**config.mk**
```make
export PLATFORM = sky130hd
export DESIGN_NAME = srb_ctrl
export DESIGN_NICKNAME = d
export VERILOG_FILES = /design/src/rtl/sample_ring_buffer_top_assert.svh /design/src/rtl/srb_pkg.sv /design/src/rtl/srb_ctrl.sv
export SDC_FILE = /design/constraint.sdc
export NUM_CORES = 1
export LEC_CHECK = 0
export BUFFER_PORTS_ARGS = -buffer_cell sky130_fd_sc_hd__buf_2
export CORE_AREA = 2 2 39 41
export CTS_CLUSTER_SIZE = 28
export DETAILED_ROUTE_END_ITERATION = 8
export DIE_AREA = 0 0 41 43
export GPL_TIMING_DRIVEN = 0
export MAX_ROUTING_LAYER = met4
export PLACE_DENSITY_LB_ADDON = 0.2
export SKIP_CTS_REPAIR_TIMING = 1
export SYNTH_ARGS = -nofsm -noshare
export SYNTH_HDL_FRONTEND = slang
export SYNTH_SLANG_ARGS = --single-unit
```
**constraint.sdc**
```tcl
create_clock -name clk -period 2 [get_ports clk]
set_clock_uncertainty 0.15 [all_clocks]
set_input_delay 0.2 -clock clk [delete_from_list [all_inputs] [get_ports clk]]
set_output_delay 0.2 -clock clk [all_outputs]
set_load 0.05 [all_outputs]
```
**src/rtl/sample_ring_buffer_top_assert.svh**
```systemverilog
// assertion macros used by srb_datapath
`ifndef SAMPLE_RING_BUFFER_TOP_ASSERT_SVH
`define SAMPLE_RING_BUFFER_TOP_ASSERT_SVH

`ifndef SYNTHESIS

`define SRB_ASSERT_IMP(lbl, clk, rstn, ante, cons) \
    lbl: assert property (@(posedge clk) disable iff (!rstn) (ante) |-> (cons)) \
        else $error("assertion failed");

`define SRB_ASSERT_NXT(lbl, clk, rstn, ante, cons) \
    lbl: assert property (@(posedge clk) disable iff (!rstn) (ante) |=> (cons)) \
        else $error("assertion failed");

`else

`define SRB_ASSERT_IMP(lbl, clk, rstn, ante, cons)

`define SRB_ASSERT_NXT(lbl, clk, rstn, ante, cons)

`endif

`endif

```
**src/rtl/srb_pkg.sv**
```systemverilog
package srb_pkg;

    localparam int CW = 9;

    localparam logic [1:0] FUNC_ADD    = 2'd0;
    localparam logic [1:0] FUNC_RECENT = 2'd1;
    localparam logic [1:0] FUNC_OLDEST = 2'd2;
    localparam logic [1:0] FUNC_FILL   = 2'd3;

    localparam logic [1:0] ST_OK    = 2'd0;
    localparam logic [1:0] ST_RANGE = 2'd1;
    localparam logic [1:0] ST_NAN   = 2'd2;

    typedef enum logic [1:0] {
        S_IDLE,
        S_READ,
        S_FILL,
        S_OUT
    } state_t;

    typedef struct packed {
        logic accept;
        logic fill_step;
        logic capture_read;
    } cmd_t;

    typedef struct packed {
        logic is_read;
        logic is_fill;
        logic fill_empty;
        logic fill_last;
    } sts_t;

endpackage

```
**src/rtl/srb_ctrl.sv**
```systemverilog
module srb_ctrl
(
    input  logic          clk,
    input  logic          rst_n,
    input  logic          in_valid,
    output logic          in_stall,
    output logic          out_valid,
    input  logic          out_stall,
    output logic          cfg_ready,
    input  srb_pkg::sts_t sts,
    output srb_pkg::cmd_t cmd
);

    srb_pkg::state_t state_reg;
    srb_pkg::state_t state_next;

    always_ff @(posedge clk or negedge rst_n)
    begin
        if (!rst_n)
        begin
            state_reg <= srb_pkg::S_IDLE;
        end
        else
        begin
            state_reg <= state_next;
        end
    end

    always_comb
    begin
        state_next       = state_reg;
        cmd.accept       = 1'b0;
        cmd.fill_step    = 1'b0;
        cmd.capture_read = 1'b0;
        in_stall         = 1'b1;
        out_valid        = 1'b0;
        cfg_ready        = 1'b0;
        unique case (state_reg)
            srb_pkg::S_IDLE:
            begin
                in_stall  = 1'b0;
                cfg_ready = !in_valid;
                if (in_valid)
                begin
                    cmd.accept = 1'b1;
                    priority if (sts.is_read)
                    begin
                        state_next = srb_pkg::S_READ;
                    end
                    else if (sts.is_fill && !sts.fill_empty)
                    begin
                        state_next = srb_pkg::S_FILL;
                    end
                    else
                    begin
                        state_next = srb_pkg::S_OUT;
                    end
                end
            end
            srb_pkg::S_READ:
            begin
                cmd.capture_read = 1'b1;
                state_next       = srb_pkg::S_OUT;
            end
            srb_pkg::S_FILL:
            begin
                cmd.fill_step = 1'b1;
                if (sts.fill_last)
                begin
                    state_next = srb_pkg::S_OUT;
                end
            end
            srb_pkg::S_OUT:
            begin
                out_valid = 1'b1;
                if (!out_stall)
                begin
                    state_next = srb_pkg::S_IDLE;
                end
            end
            default:
            begin
                state_next = srb_pkg::S_IDLE;
            end
        endcase
    end

endmodule

```
==> impl_metrics.ini <==
[setup_path]
worstSetupPathType = reg -> reg
rrSetupSlack_ns = 0.24
crit_path_end = state_reg[1]
critPathMaxFanout = 6
rr_worst_depth = 5
startpoint = state_reg[0]
r2r_end = state_reg[1]
crit_family = flip-flops
startpoint_type = flip-flop
critPathArrivalTime_ns = 1.71
cp_slowest_cell = dfrtp_1
r2r-start = state_reg[0]
worstPathRequired_ns = 1.95
cp_num_cells = 5
path_cells = inv_1 -> ha_1 -> nor2b_4 -> a221o_2 -> mux2_1
max_stage_delay_ns = 0.38
path_buf_inv = 1
cp-end-kind = flip-flop

[detailed_routing]
postRouteAntennaNets = 0
vias_per_cell = 3.635
vias = 189
drcViolationCount = 0
drtIter0Drc = 0
drt_wl_total_um = 386
first_pass_iters = 1
post_drt_wl_per_cell_um = 7.423

[sta]
fin_tns_setup_ns = 0
max_slew_margin = 0.8391
min_period_ns = 1.757
max_freq_mhz = 569.0
worstMarginPinSlew_ns = 0.2382
slew_violations = 0
period_share = 0.8787
finalSetupViolCount = 0
timing.hold.ws_ns = 0.1380
post-route-worst-setup-slack_ns = 0.2426
rsz0062_at_grt = no
hold_viol = 0

[layout]
largest_reg_flops = 2
mostFrequentLayoutCells = buf_2, inv_1, ha_1
final_common_cell = buf_2
area_growth_pct = 61.04
stdcell_count = 52
fin_nets = 50
antenna_cells = 0
drive_above_1_share = 0.5278

[floorplan]
die_h_um = 43
rows = 14
die_area_um2 = 1763
initial_core_util = 0.1392
io_pins = 14
core_um2 = 1384
die_w_um = 41

[logic_synthesis]
synth_cell_types = 10
synth-simple-area-share = 0.2013
synthAdderAreaFrac = 0.2597
syn-instance-count = 19
ys_warn_count = 0
synth-xor-area-share = 0
synth_compound_area_frac = 0.08442
synth-seq-area-share = 0.2597
synth_top_family_by_area = adder cells
avgSynthCellArea_um2 = 10.14
synthMuxAreaShare = 0.1169
synth.ff_latch_count = 2
netlist_area_um2 = 192.7
syn-num-nets = 31

[placed_design]
port_buffers = 13
routabilityCongestion = 0.5681
dp_cells = 48
dp_slack_ns = 0.2284

[clock_network]
clk_pin_slew_ns = 0.03
cts_sinks = 2
cts-buffers-inserted = 3
root_buffer = clkbuf_4
cts_tree = done
clk_latency_ns = 0.22
ctsLongestPathBuffers = 2
htreeDepth = 1

[global_route]
grt_max_degree = 7
grt_pass1_wl_um = 614
antenna_found_initial = 0
grt_usage = 0.05967
grt-ovfl-total = 0
grt_pass1_vias = 178

[job]
cap_violations = 0

[outcome]
status = finished, final reports clean

[min_path]
min_path_type = in -> async
## final cells by class
cell class	count	area, um2
fillers	166	1074
well taps	16	20.02
repair buffers	14	75.07
multi-input cells	13	127.6
flip-flops and latches	2	50.05
inverters	4	15.01
clock buffers	3	22.52
## cell families (layout without fill, tap and decap cells)
logic type               count (synthesis)  after routing
adder cells (fa/ha/maj)                  4              4
multiplexers                             2              2
AO/OA/AOI/OAI                            2              2
flip-flops                               2              2
buffers and inverters                    4             21
AND/OR/NAND/NOR                          5              5
## Yosys cell counts
cell type / n / share of area
inv_1: 4 / 0.078
and2_2: 1 / 0.039
nor2_1: 2 / 0.039
a221o_2: 1 / 0.058
nor2b_4: 1 / 0.071
nor4bb_1: 1 / 0.052
ha_1: 4 / 0.26
dfrtp_1: 2 / 0.26
a21oi_1: 1 / 0.026
mux2_1: 2 / 0.12
## stage by stage
step / instance area, um2 / util
5_1_grt: 310.3 / 0.2242
3_5_place_dp: 277.8 / 0.2007
6_report: 310.3 / 0.2242
3_3_place_gp: 277.8 / 0.2007
2_1_floorplan: 192.7 / -
4_1_cts: 300.3 / 0.2170
## routing by layer
layer	global-route usage	vias up	part of all wire
met1	0.05145	83	0.37
met2	0.07500	9	0.51
met4	0.08000	0	0
met3	0.03141	0	0.12
met5	-	-	0
li1	-	97	-
## worst min path at each step
stage          startpoint           end  slack (ns)  cells past startpoint
6_report            rst_n  state_reg[0]        0.14                      2
4_1_cts             rst_n  state_reg[0]       -0.41                      1
3_3_place_gp        rst_n  state_reg[0]       -0.16                      1
2_1_floorplan       rst_n  state_reg[0]       -0.25                      0
3_5_place_dp        rst_n  state_reg[1]       -0.16                      1
5_1_grt             rst_n  state_reg[1]        0.15                      2
Power is left out: the tool's default activity adds up to more than one toggle a clock period on the data nets, which glitch-free logic cannot reach.
